[config.mk]
export PLATFORM = sky130hd
export DESIGN_NAME = iir_direct_form_one
export DESIGN_NICKNAME = d
export VERILOG_FILES = /design/src/rtl/iirdf1_pkg.sv /design/src/rtl/iirdf1_ctrl.sv /design/src/rtl/iirdf1_datapath.sv /design/src/rtl/iir_direct_form_one.sv
export SDC_FILE = /design/constraint.sdc
export NUM_CORES = 2
export LEC_CHECK = 0
export BUFFER_PORTS_ARGS = -buffer_cell sky130_fd_sc_hd__buf_2
export CAP_MARGIN = 20
export CELL_PAD_IN_SITES_DETAIL_PLACEMENT = 0
export CELL_PAD_IN_SITES_GLOBAL_PLACEMENT = 1
export CORE_MARGIN = 2
export CORE_UTILIZATION = 25
export CTS_CLUSTER_DIAMETER = 30
export CTS_CLUSTER_SIZE = 20
export DETAILED_ROUTE_END_ITERATION = 10
export PLACE_DENSITY = 0.48
export SLEW_MARGIN = 20
export SYNTH_ARGS = -nofsm -noshare
export SYNTH_HDL_FRONTEND = slang
export SYNTH_SLANG_ARGS = --single-unit
[constraint.sdc]
create_clock -name clock -period 7.2 [get_ports clock]
set_input_delay 0.72 -clock clock [delete_from_list [all_inputs] [get_ports clock]]
set_output_delay 0.72 -clock clock [all_outputs]
set_load 0.05 [all_outputs]
[src/rtl/iirdf1_pkg.sv]
// types, constants and codes shared by the direct form one filter modules
`default_nettype none

package iirdf1_pkg;

   // sample and coefficient formats (coefficients are Q2.14)
   localparam int SAMPLE_BITS    = 16;
   localparam int COEF_BITS      = 16;
   localparam int HIST_DEPTH     = 3;
   localparam int CSR_INDEX_BITS = 3;

   // datapath widths: seven tap products of at most 2^30 fit in the accumulator
   localparam int ACC_BITS    = SAMPLE_BITS + COEF_BITS + 2;
   localparam int LO_BITS     = 17;
   localparam int HI_BITS     = ACC_BITS - LO_BITS;
   localparam int MUL_A_BITS  = 18;
   localparam int PROD_BITS   = MUL_A_BITS + COEF_BITS;
   localparam int SCALE_BITS  = ACC_BITS + COEF_BITS;
   localparam int FRAC_SHIFT  = 28;
   localparam int RESULT_BITS = SCALE_BITS - FRAC_SHIFT;

   // output range
   localparam logic signed [SAMPLE_BITS-1:0] SAMPLE_MAX = {1'b0, {(SAMPLE_BITS-1){1'b1}}};
   localparam logic signed [SAMPLE_BITS-1:0] SAMPLE_MIN = {1'b1, {(SAMPLE_BITS-1){1'b0}}};

   // register reset values
   localparam logic signed [COEF_BITS-1:0] COEF_ONE  = 16'sd16384;
   localparam logic signed [COEF_BITS-1:0] COEF_ZERO = 16'sd0;

   // register indexes
   localparam logic [CSR_INDEX_BITS-1:0] REG_B0  = 3'd0;
   localparam logic [CSR_INDEX_BITS-1:0] REG_B1  = 3'd1;
   localparam logic [CSR_INDEX_BITS-1:0] REG_B2  = 3'd2;
   localparam logic [CSR_INDEX_BITS-1:0] REG_B3  = 3'd3;
   localparam logic [CSR_INDEX_BITS-1:0] REG_A1  = 3'd4;
   localparam logic [CSR_INDEX_BITS-1:0] REG_A2  = 3'd5;
   localparam logic [CSR_INDEX_BITS-1:0] REG_A3  = 3'd6;
   localparam logic [CSR_INDEX_BITS-1:0] REG_INV = 3'd7;

   // multiplier operand selection
   localparam logic [1:0] MUL_FF = 2'd0;
   localparam logic [1:0] MUL_FB = 2'd1;
   localparam logic [1:0] MUL_HI = 2'd2;
   localparam logic [1:0] MUL_LO = 2'd3;

   // operation applied to the registered product in the cycle after the multiply
   localparam logic [2:0] ACC_NONE     = 3'd0;
   localparam logic [2:0] ACC_ADD      = 3'd1;
   localparam logic [2:0] ACC_SUB      = 3'd2;
   localparam logic [2:0] ACC_SCALE_HI = 3'd3;
   localparam logic [2:0] ACC_SCALE_LO = 3'd4;

   typedef struct packed {
      logic signed [SAMPLE_BITS-1:0] sample_in;
      logic                          block_start;
   } iirdf1_req_type;

   typedef struct packed {
      logic signed [SAMPLE_BITS-1:0] sample_out;
      logic                          saturated;
   } iirdf1_rsp_type;

   // controller to datapath commands
   typedef struct packed {
      logic       load;
      logic [1:0] mul_kind;
      logic [1:0] mul_idx;
      logic [2:0] acc_op;
      logic       finish;
   } iirdf1_cmd_type;

endpackage

`default_nettype wire

[src/rtl/iirdf1_ctrl.sv]
// sequencer that steps the shared multiplier through taps and scaling
`default_nettype none

module iirdf1_ctrl
   import iirdf1_pkg::*;
#(
   parameter int FF_TAPS = 4,
   parameter int FB_TAPS = 3
) (
   input  wire logic   clock,
   input  wire logic   reset,
   input  wire logic   req_valid,
   output logic        req_ready,
   output logic        rsp_valid,
   input  wire logic   rsp_ready,
   output iirdf1_cmd_type cmd
);

   localparam int TAP_COUNT = FF_TAPS + FB_TAPS;
   localparam int STEP_BITS = (TAP_COUNT > 1) ? $clog2(TAP_COUNT) : 1;

   localparam logic [2:0] ST_IDLE  = 3'd0;
   localparam logic [2:0] ST_TAPS  = 3'd1;
   localparam logic [2:0] ST_DRAIN = 3'd2;
   localparam logic [2:0] ST_HI    = 3'd3;
   localparam logic [2:0] ST_LO    = 3'd4;
   localparam logic [2:0] ST_FLUSH = 3'd5;
   localparam logic [2:0] ST_DONE  = 3'd6;

   logic [2:0]           state_ff, state_in;
   logic [STEP_BITS-1:0] step_ff, step_in;
   logic                 rsp_valid_ff, rsp_valid_in;
   logic [2:0]           step_wide;
   logic                 out_free;
   logic                 req_fire;

   assign req_ready = (state_ff == ST_IDLE);
   assign req_fire  = req_valid && req_ready;
   assign rsp_valid = rsp_valid_ff;
   assign out_free  = !rsp_valid_ff || rsp_ready;
   assign step_wide = 3'(step_ff);

   // next state and command decode
   always_comb begin
      state_in     = state_ff;
      step_in      = step_ff;
      rsp_valid_in = rsp_valid_ff && !rsp_ready;
      cmd          = '0;
      cmd.mul_kind = MUL_FF;
      cmd.acc_op   = ACC_NONE;
      unique case (state_ff)
         ST_IDLE: begin
            if (req_fire) begin
               cmd.load = 1'b1;
               step_in  = '0;
               state_in = ST_TAPS;
            end
         end
         ST_TAPS: begin
            if (step_wide < 3'(FF_TAPS)) begin
               cmd.mul_kind = MUL_FF;
               cmd.mul_idx  = step_wide[1:0];
               cmd.acc_op   = ACC_ADD;
            end else begin
               cmd.mul_kind = MUL_FB;
               cmd.mul_idx  = 2'(step_wide - 3'(FF_TAPS) + 3'd1);
               cmd.acc_op   = ACC_SUB;
            end
            if (step_ff == STEP_BITS'(TAP_COUNT - 1)) begin
               state_in = ST_DRAIN;
            end else begin
               step_in = step_ff + 1'b1;
            end
         end
         ST_DRAIN: begin
            state_in = ST_HI;
         end
         ST_HI: begin
            cmd.mul_kind = MUL_HI;
            cmd.acc_op   = ACC_SCALE_HI;
            state_in     = ST_LO;
         end
         ST_LO: begin
            cmd.mul_kind = MUL_LO;
            cmd.acc_op   = ACC_SCALE_LO;
            state_in     = ST_FLUSH;
         end
         ST_FLUSH: begin
            state_in = ST_DONE;
         end
         ST_DONE: begin
            // result goes out once the output register is free
            if (out_free) begin
               cmd.finish   = 1'b1;
               rsp_valid_in = 1'b1;
               state_in     = ST_IDLE;
            end
         end
         default: begin
            state_in = ST_IDLE;
         end
      endcase
   end

   // state registers
   always_ff @(posedge clock) begin
      if (reset) begin
         state_ff     <= ST_IDLE;
         step_ff      <= '0;
         rsp_valid_ff <= 1'b0;
      end else begin
         state_ff     <= state_in;
         step_ff      <= step_in;
         rsp_valid_ff <= rsp_valid_in;
      end
   end

endmodule

`default_nettype wire

[src/rtl/iirdf1_datapath.sv]
// coefficient registers, histories, shared multiplier, accumulators and output register
`default_nettype none

module iirdf1_datapath
   import iirdf1_pkg::*;
(
   input  wire logic                          clock,
   input  wire logic                          reset,
   input  wire iirdf1_req_type                req_data,
   input  wire iirdf1_cmd_type                cmd,
   input  wire logic                          csr_we,
   input  wire logic [CSR_INDEX_BITS-1:0]     csr_index,
   input  wire logic signed [COEF_BITS-1:0]   csr_wdata,
   output iirdf1_rsp_type                     rsp_data
);

   logic signed [COEF_BITS-1:0]   coef_b_ff [4];
   logic signed [COEF_BITS-1:0]   coef_a_ff [3];
   logic signed [COEF_BITS-1:0]   inv_ff;
   logic signed [SAMPLE_BITS-1:0] x0_ff;
   logic signed [SAMPLE_BITS-1:0] x_hist_ff [HIST_DEPTH];
   logic signed [SAMPLE_BITS-1:0] y_hist_ff [HIST_DEPTH];
   logic signed [ACC_BITS-1:0]    acc_ff;
   logic signed [SCALE_BITS-1:0]  scale_ff;
   logic signed [PROD_BITS-1:0]   prod_ff, prod_in;
   logic [2:0]                    op_ff;
   iirdf1_rsp_type                rsp_data_ff, rsp_data_in;

   logic signed [MUL_A_BITS-1:0]  mul_a;
   logic signed [COEF_BITS-1:0]   mul_b;
   logic signed [SCALE_BITS-1:0]  rounded;
   logic signed [RESULT_BITS-1:0] y_wide;

   assign rsp_data = rsp_data_ff;

   // multiplier operand select
   always_comb begin
      mul_a = '0;
      mul_b = '0;
      case (cmd.mul_kind)
         MUL_FF: begin
            case (cmd.mul_idx)
               2'd0:    mul_a = MUL_A_BITS'(x0_ff);
               2'd1:    mul_a = MUL_A_BITS'(x_hist_ff[0]);
               2'd2:    mul_a = MUL_A_BITS'(x_hist_ff[1]);
               default: mul_a = MUL_A_BITS'(x_hist_ff[2]);
            endcase
            mul_b = coef_b_ff[cmd.mul_idx];
         end
         MUL_FB: begin
            case (cmd.mul_idx)
               2'd1: begin
                  mul_a = MUL_A_BITS'(y_hist_ff[0]);
                  mul_b = coef_a_ff[0];
               end
               2'd2: begin
                  mul_a = MUL_A_BITS'(y_hist_ff[1]);
                  mul_b = coef_a_ff[1];
               end
               2'd3: begin
                  mul_a = MUL_A_BITS'(y_hist_ff[2]);
                  mul_b = coef_a_ff[2];
               end
               default: begin
                  mul_a = '0;
                  mul_b = '0;
               end
            endcase
         end
         MUL_HI: begin
            mul_a = MUL_A_BITS'($signed(acc_ff[ACC_BITS-1:LO_BITS]));
            mul_b = inv_ff;
         end
         default: begin
            mul_a = MUL_A_BITS'({1'b0, acc_ff[LO_BITS-1:0]});
            mul_b = inv_ff;
         end
      endcase
   end

   assign prod_in = mul_a * mul_b;

   // round half up, then clip to the sample range
   assign rounded = scale_ff + (SCALE_BITS'(1) <<< (FRAC_SHIFT - 1));
   assign y_wide  = $signed(rounded[SCALE_BITS-1:FRAC_SHIFT]);

   always_comb begin
      if (y_wide > RESULT_BITS'(SAMPLE_MAX)) begin
         rsp_data_in.sample_out = SAMPLE_MAX;
         rsp_data_in.saturated  = 1'b1;
      end else if (y_wide < RESULT_BITS'(SAMPLE_MIN)) begin
         rsp_data_in.sample_out = SAMPLE_MIN;
         rsp_data_in.saturated  = 1'b1;
      end else begin
         rsp_data_in.sample_out = y_wide[SAMPLE_BITS-1:0];
         rsp_data_in.saturated  = 1'b0;
      end
   end

   // product register, and accumulation of the registered product in the cycle after the multiply
   always_ff @(posedge clock) begin
      prod_ff <= prod_in;
      case (op_ff)
         ACC_ADD:      acc_ff   <= acc_ff + ACC_BITS'(prod_ff);
         ACC_SUB:      acc_ff   <= acc_ff - ACC_BITS'(prod_ff);
         ACC_SCALE_HI: scale_ff <= SCALE_BITS'(prod_ff) <<< LO_BITS;
         ACC_SCALE_LO: scale_ff <= scale_ff + SCALE_BITS'(prod_ff);
         default: begin
         end
      endcase
      if (cmd.load) begin
         acc_ff <= '0;
         x0_ff  <= req_data.sample_in;
      end
      if (cmd.finish) begin
         rsp_data_ff <= rsp_data_in;
      end
   end

   // delayed accumulate operation
   always_ff @(posedge clock) begin
      if (reset) begin
         op_ff <= ACC_NONE;
      end else begin
         op_ff <= cmd.acc_op;
      end
   end

   // input and output histories
   always_ff @(posedge clock) begin
      if (reset) begin
         for (int i = 0; i < HIST_DEPTH; i++) begin
            x_hist_ff[i] <= '0;
            y_hist_ff[i] <= '0;
         end
      end else if (cmd.load && req_data.block_start) begin
         for (int i = 0; i < HIST_DEPTH; i++) begin
            x_hist_ff[i] <= '0;
            y_hist_ff[i] <= '0;
         end
      end else if (cmd.finish) begin
         for (int i = HIST_DEPTH - 1; i > 0; i--) begin
            x_hist_ff[i] <= x_hist_ff[i-1];
            y_hist_ff[i] <= y_hist_ff[i-1];
         end
         x_hist_ff[0] <= x0_ff;
         y_hist_ff[0] <= rsp_data_in.sample_out;
      end
   end

   // coefficient registers
   always_ff @(posedge clock) begin
      if (reset) begin
         coef_b_ff[0] <= COEF_ONE;
         coef_b_ff[1] <= COEF_ZERO;
         coef_b_ff[2] <= COEF_ZERO;
         coef_b_ff[3] <= COEF_ZERO;
         coef_a_ff[0] <= COEF_ZERO;
         coef_a_ff[1] <= COEF_ZERO;
         coef_a_ff[2] <= COEF_ZERO;
         inv_ff       <= COEF_ONE;
      end else if (csr_we) begin
         unique case (csr_index)
            REG_B0:  coef_b_ff[0] <= csr_wdata;
            REG_B1:  coef_b_ff[1] <= csr_wdata;
            REG_B2:  coef_b_ff[2] <= csr_wdata;
            REG_B3:  coef_b_ff[3] <= csr_wdata;
            REG_A1:  coef_a_ff[0] <= csr_wdata;
            REG_A2:  coef_a_ff[1] <= csr_wdata;
            REG_A3:  coef_a_ff[2] <= csr_wdata;
            REG_INV: inv_ff       <= csr_wdata;
            default: begin
            end
         endcase
      end
   end

endmodule

`default_nettype wire

[src/rtl/iir_direct_form_one.sv]
// top level of the direct form one iir filter
`default_nettype none

// Direct form I IIR filter, order up to three, Q2.14 coefficients, one output
// request per input request. Samples are processed one at a time: a request is
// taken while idle, then a single shared 18x16 multiplier with a registered
// product steps through the FF_TAPS + FB_TAPS taps, a drain state, the split
// multiply of the accumulator high and low halves by the inv register, a flush
// state and the round/saturate state, which waits until the output register is
// free. The result sits in an output register and the next request is taken
// while it waits. Coefficients are written through the csr port; the user must
// write them only while the filter is idle, which the block does not enforce;
// block_start clears both histories before its sample is used.

module iir_direct_form_one
   import iirdf1_pkg::*;
#(
   parameter int FF_TAPS = 4,
   parameter int FB_TAPS = 3
) (
   input  wire logic                        clock,
   input  wire logic                        reset,
   input  wire logic                        req_valid,
   output logic                             req_ready,
   input  wire iirdf1_req_type              req_data,
   output logic                             rsp_valid,
   input  wire logic                        rsp_ready,
   output iirdf1_rsp_type                   rsp_data,
   input  wire logic                        csr_we,
   input  wire logic [CSR_INDEX_BITS-1:0]   csr_index,
   input  wire logic signed [COEF_BITS-1:0] csr_wdata
);

   iirdf1_cmd_type cmd;

   // sequencer
   iirdf1_ctrl #(
      .FF_TAPS (FF_TAPS),
      .FB_TAPS (FB_TAPS)
   ) u_ctrl (
      .clock     (clock),
      .reset     (reset),
      .req_valid (req_valid),
      .req_ready (req_ready),
      .rsp_valid (rsp_valid),
      .rsp_ready (rsp_ready),
      .cmd       (cmd)
   );

   // arithmetic and storage
   iirdf1_datapath u_datapath (
      .clock     (clock),
      .reset     (reset),
      .req_data  (req_data),
      .cmd       (cmd),
      .csr_we    (csr_we),
      .csr_index (csr_index),
      .csr_wdata (csr_wdata),
      .rsp_data  (rsp_data)
   );

endmodule

`default_nettype wire

# Yosys cells after proc, flatten, opt, wreduce, memory -nomap -nowiden
# Memories as Yosys holds them, arrays and structs flattened.
# Cells that the tools add are included.
# classes
reduce_logical	16
add_sub_neg	7
n_lt_le_gt_ge	3
multipliers	1
n_eq_ne	27
bitwise_logic	19
mux	82
# ops
op	n
$mux 16	19
$pmux 18 s3	3
$pmux 50 s2	1
$pmux 34 s2	1
$add 50x29->50 const B	1
$add 50x34->50	1
$pmux 16 s3	1
$mux 1	43
$add 34x34->34	1
$mul 18x16->34	1
$mux 17	2
$sub 34x34->34	1
$pmux 16 s2	1
$eq 3x3->1 const B	9
$gt 22x16->1 const B	1
$lt 22x16->1 const B	1
$pmux 3 s7	1
$or 1x1->1	19
$eq 3x2->1 const B	6
$mux 3	5
$eq 3x1->1 const B	3
$pmux 3 s3	1
$eq 2x2->1 const B	3
$logic_not 3->1	2
18 further kinds	28
# totals
mem_bits_rw	208
mem_count	4
word_cells	170
register_bits	177
# mem_list
name	words	word_bits	rd	rd_ports_with_merged_regs	wr	line	text
u_datapath.coef_b_ff	4	16	1	0	4	iirdf1_datapath.sv:17	logic signed [COEF_BITS-1:0] coef_b_ff [4];
u_datapath.coef_a_ff	3	16	3	0	3	iirdf1_datapath.sv:18	logic signed [COEF_BITS-1:0] coef_a_ff [3];
u_datapath.x_hist_ff	3	16	3	0	3	iirdf1_datapath.sv:21	logic signed [SAMPLE_BITS-1:0] x_hist_ff [HIST_DEPTH];
u_datapath.y_hist_ff	3	16	3	0	3	iirdf1_datapath.sv:22	logic signed [SAMPLE_BITS-1:0] y_hist_ff [HIST_DEPTH];

# Logic depth before layout (Yosys ltp)
# logic_depth
ltp_word	10
mapped_depth	38

# Hierarchy
# From an unflattened synthesis, not the netlist that was laid out.
# hier_totals
cells_unflattened	3160
area_unflattened_um2	31781.7
# modules_own_cells
mod	seq_area_each_um2	n_inst	cells_per_inst	area_per_inst_um2
iirdf1_datapath	10480.1	1	3096	31281.3
iirdf1_ctrl	140.1	1	64	500.5

# Worst setup path after synthesis
# OpenSTA, ideal clock, no wires.
# synth_timing
path_kind	reg2reg
startpoint	register u_ctrl.step_ff[0]
endpoint	register u_datapath.prod_ff[30]
setup_time_ps	86
n_path_buf	4
period_less_slack_ps	7826
path_slack_ps	-626
t_arrival_ps	7740
stages_incl_launch_ff	38
path_cell_list	dfxtp_1 > inv_1 > ha_1 > nand2_1 > o21ai_0 > nand2b_1 > buf_4 > buf_2 > buf_2 > mux4_2 > nand2_1 > o211ai_1 > o21ai_1 > buf_2 > nor2_1 > fa_1 > inv_1 > fa_1 > [2 not listed] > inv_1 > fa_1 > inv_1 > fa_1 > inv_1 > fa_1 > inv_1 > ha_1 > and3_1 > and2_1 > a31oi_1 > o21ai_0 > a21oi_1 > a211o_1 > nor2b_1 > o211a_1 > nor4_1 > a211oi_1
# synth_between
elab_chain_len	8
elab_cells_between_ends	20
classes_between	2 x add/sub; 1 x mul; 1 x order compare; 5 x eq/ne; 8 x mux; 2 x reduce/logical; 1 x memory
# synth_rtl
element	line	text
from (decl)	iirdf1_ctrl.sv:31	logic [STEP_BITS-1:0] step_ff, step_in;
from (signal assigned)	iirdf1_ctrl.sv:113	step_ff <= step_in;
$sub 2x1->2	iirdf1_ctrl.sv:66	cmd.mul_idx = 2'(step_wide - 3'(FF_TAPS) + 3'd1);
$add 2x1->2	iirdf1_ctrl.sv:66	
$mux 6 *	iirdf1_ctrl.sv:60	if (step_wide < 3'(FF_TAPS)) begin
$mux 2	iirdf1_ctrl.sv:51	unique case (state_ff)
$eq 2x2->1, or another cell as far along	iirdf1_datapath.sv:51	case (cmd.mul_idx)
$pmux 18 s3, or another cell as far along	iirdf1_datapath.sv:51	
$pmux 18 s3 or $pmux 16 s2 (tied branches)	iirdf1_datapath.sv:40	case (cmd.mul_kind)
$mul 18x16->34 *	iirdf1_datapath.sv:81	assign prod_in = mul_a * mul_b;
via u_datapath.prod_in[30]	iirdf1_datapath.sv:25	logic signed [PROD_BITS-1:0] prod_ff, prod_in;
to (signal assigned)	iirdf1_datapath.sv:102	prod_ff <= prod_in;
to (decl)	iirdf1_datapath.sv:25	
# The timed path passes the listed nets; every way through them passes the cells marked *.
# A chain may end at the register's enable or synchronous reset.

# Worst setup path after layout
# layout_timing
startpoint	register u_ctrl.step_ff[0]
endpoint	register u_datapath.prod_ff[28]
# Same word-level chain as after synthesis.

==> implementation parameters <==
Parameter                              Value

Route
  Routed length per placed instance ... 19.1 um
  DRT Pass-1 Iters ... 5
  Routed vias/inst ... 4.48
  Final antenna-violating net count ... 0
  Detailed-route wire length ... 106 mm
  Number of design rule violations left after detail routing ... 0
  Routed via count ... 24,800
  Violation count after the first detailed-route iteration ... 1,413

Worst setup path
  Internal reg-to-reg setup slack ... -0.45 ns
  Classification of the worst setup path ... register to register
  Crit-path max FO ... 8
  Depth of the worst register-to-register path ... 35
  Delay of the slowest critical-path stage ... 0.54 ns
  CP required ... 7.82 ns
  Critical path data arrival time ... 8.28 ns
  Critical path startpoint category ... register
  Worst flop-to-flop path endpoint ... u_datapath.prod_ff[28]$_DFF_P_
  RR Startpoint ... u_ctrl.step_ff[0]$_SDFFE_PP0P_
  Kind of capture point of the worst setup path ... register
  Slowest stage cell on the critical path ... fa_1
  Cell seen most often among critical-path stages ... fa_1

Finish
  Area of the multi-input gates ... 0.0203 sq mm
  Antenna cells ... 0
  Top library cells by usage in the layout, fill and taps aside ... inv_1 (386), nand2_1 (385), buf_4 (306)
  Final Util ... 33.2%
  Commonest non-fill, non-tap cell in the layout ... inv_1
  Register area ... 0.0106 sq mm
  Share of layout cells above drive strength 1 ... 22.1%
  Final standard cell count with taps included and fillers excluded ... 5,532
  Layout overhead on the synthesized area ... 32.0%
  Number of nets at the end of the flow ... 4,279
  Number of fillers in the final layout ... 13,100

Run
  Number of violations of the max-capacitance limit ... 0

Clocking
  Number of buffers between clock root and the deepest sink ... 3
  Clock input transition at the sequential cells of the worst setup and hold paths ... 0.05 ns
  Source-to-sink clock delay at the later pin of the worst-skew pair ... 0.71 ns
  Count of clock tree sinks ... 385
  CTS Hold Buffers Added ... 0
  Number of levels the H-tree was split into ... 3
  Number of buffers created by CTS ... 111
  Clock tree from TritonCTS ... yes
  CTS Root Cell ... clkbuf_16

Yosys
  Biggest area consumer among synthesized cells ... edfxtp_1
  Most instantiated flip-flop cell in the synthesis netlist ... edfxtp_1
  Syn_nets ... 3,864
  Share of the synthesized area in the top cell type ... 27.2%
  Sequential share of the synthesized area ... 33.1%
  Yosys synthesis warning count ... 0
  Synthesis-stage register bit count ... 385
  Avg Synthesized Cell Area ... 9.56 sq um
  Yosys cell types ... 87
  Synth Cell Area ... 0.0321 sq mm
  Synth async-reset ratio ... 0%
  Main area contributors after synthesis ... edfxtp_1 (27%), fa_1 (18%), ha_1 (6.7%), dfxtp_1 (5.9%), inv_1 (4.7%)
  Number of flops mapped to enable cells by yosys ... 291
  Synthesized instance count ... 3,359

Placed design
  Number of input and output port buffers inserted ... 59
  Routability Congestion ... 0.784
  Post-detail-place hpwl ... 81.1 mm
  Cell Count Post-Placement ... 5,265

Run status
  Run status ... complete, but fails checks
  Failing checks ... negative setup slack

Die
  Core footprint ... 0.128 sq mm
  Area of the die ... 0.131 sq mm
  Standard-cell rows ... 131
  Initial standard-cell utilization of the core ... 25.2%
  Floorplan die width ... 362 um
  DIE HEIGHT ... 362 um
  Top-level I/O count ... 60

Timing
  Slew @ Worst Pin ... 1.08 ns
  Endpoints failing hold ... 0
  Share of the clock period used by the worst path ... 106%
  Final Skew ... 0.0716 ns
  TNS Setup ... -4.10 ns
  Final Worst Setup Slack ... -0.454 ns
  Slew Limit Headroom ... 28.3%
  RSZ-0062 raised after global routing ... true
  Time the worst path needs with I/O delays and setup ... 7.65 ns
  Worst hold margin ... 0.190 ns
  Timing-limited maximum frequency ... 131 MHz
  Max-slew violations ... 0
  Count of endpoints failing setup in the final report ... 12

Global routing
  Global-route usage over all layers ... 16.4%
  Maximum number of pins on one net before global-route repair ... 97
  Wire length of the first global-routing pass ... 164 mm
  Total global routing overflow ... 0
  Via count of the first global-routing pass ... 26,000
  Antenna violations before repair ... 3

Min path
  HP Class ... input pin to register
  Hold EP ... u_datapath.x0_ff[3]$_DFFE_PP_
  Min-Delay Startpoint ... req_data[4]
  Worst hold path cell count ... 1
critical path, delay by kind of cell (launching register included):
| family | cells | cell delay (ns) |
|---|---|---|
| adders and majority gates | 8 | 3.64 |
| AOI/OAI and AO/OA | 6 | 1.06 |
| and+or+nand+nor | 9 | 0.99 |
| buffers and inverters | 10 | 0.87 |
| muxes | 1 | 0.51 |
| DFF | 1 | 0.33 |
| xor gates and xnor gates | 1 | 0.16 |
metal layers:
metal  track usage [%]  vias to the layer above  wire [um]
li1                  -                    12100          -
met1              23.5                    12200      52400
met2              25.3                      370      47000
met3              2.64                      125       3700
met4              4.87                        2       2810
met5                 0                        -          8
synth_stat cells (all sizes together), types with 4 or more instances:
cell type  count
o22ai          4
a211o          5
clkbuf        70
xnor2         91
edfxtp       291
mux2i         20
nand3         74
xor2          62
a21oi        187
a21boi         5
o21bai        15
o31ai          9
or2           14
a211oi        14
a31oi         16
nor2         276
or3           10
a22o           7
inv          404
nand4         31
and3          26
and2         210
nand2b        72
a21o          65
nor4           6
nor2b         29
fa           293
nand3b         6
nand2        395
nor3b          9
a31o           7
dfxtp         94
o21ai        157
a2111oi        4
buf           62
nor3          30
o211ai        26
mux4          18
o21a          23
ha           171
cells by family (layout without fill, tap and decap cells):
logic type | Yosys count | after routing | synth area share [%]
compound gates | 580 | 580 | 11.3
xor+xnor | 153 | 153 | 4.17
fa+ha+maj | 464 | 464 | 24.9
buf+inv | 536 | 1047 | 6.55
flops | 385 | 385 | 33.1
mux | 40 | 40 | 1.96
simple gates | 1201 | 1201 | 18.0
final cells by class:
class,instances,share of cell area (%)
Clock buffer,133,6.89
Multi-Input combinational cell,2438,48.0
Inverter,404,3.59
Clock inverter,76,2.58
Sequential cell,385,25.1
Timing Repair Buffer,434,8.99
Tap cell,1662,4.91
registers in the layout (all words and copies together), names as in the netlist, 17 cells and up:
register,flops
u_datapath.coef_b_ff,64
u_datapath.scale_ff,50
u_datapath.acc_ff,34
u_datapath.coef_a_ff,48
u_datapath.prod_ff,34
u_datapath.x_hist_ff,48
u_datapath.rsp_data,17
u_datapath.y_hist_ff,48
repair_timing:
action / 4_1_cts / 5_1_grt
cloned: 1 / 1
endpoints found under the setup margin: 18 / 21
hold endpoints to repair: 0 / 0
pin swaps: 47 / 78
setup buffers: 33 / 23
resized for setup: 100 / 110
metrics by stage:
stage               instance area [sq um]  worst slack (ns)
global route                        42400            -0.722
CTS                                 41700            -0.542
floorplan                           32400           0.00322
detailed placement                  37000            -0.645
finish                              42400            -0.454
global placement                    37000            -0.632
worst max path at each step:
stage	from	endpoint	slack, ns	cells after the start
floorplan	u_ctrl.step_ff[0]$_SDFFE_PP0P_	u_datapath.prod_ff[33]$_DFF_P_	0.003	33
global placement	u_ctrl.step_ff[0]$_SDFFE_PP0P_	u_datapath.prod_ff[31]$_DFF_P_	-0.63	33
detailed placement	u_ctrl.step_ff[0]$_SDFFE_PP0P_	u_datapath.prod_ff[30]$_DFF_P_	-0.65	35
CTS	u_ctrl.step_ff[0]$_SDFFE_PP0P_	u_datapath.prod_ff[31]$_DFF_P_	-0.54	34
global route	u_ctrl.step_ff[0]$_SDFFE_PP0P_	u_datapath.prod_ff[28]$_DFF_P_	-0.72	36
finish	u_ctrl.step_ff[0]$_SDFFE_PP0P_	u_datapath.prod_ff[28]$_DFF_P_	-0.45	35
Power is not shown: default switching activity piles up to over one toggle a cycle in this logic, so the estimate is an artifact.
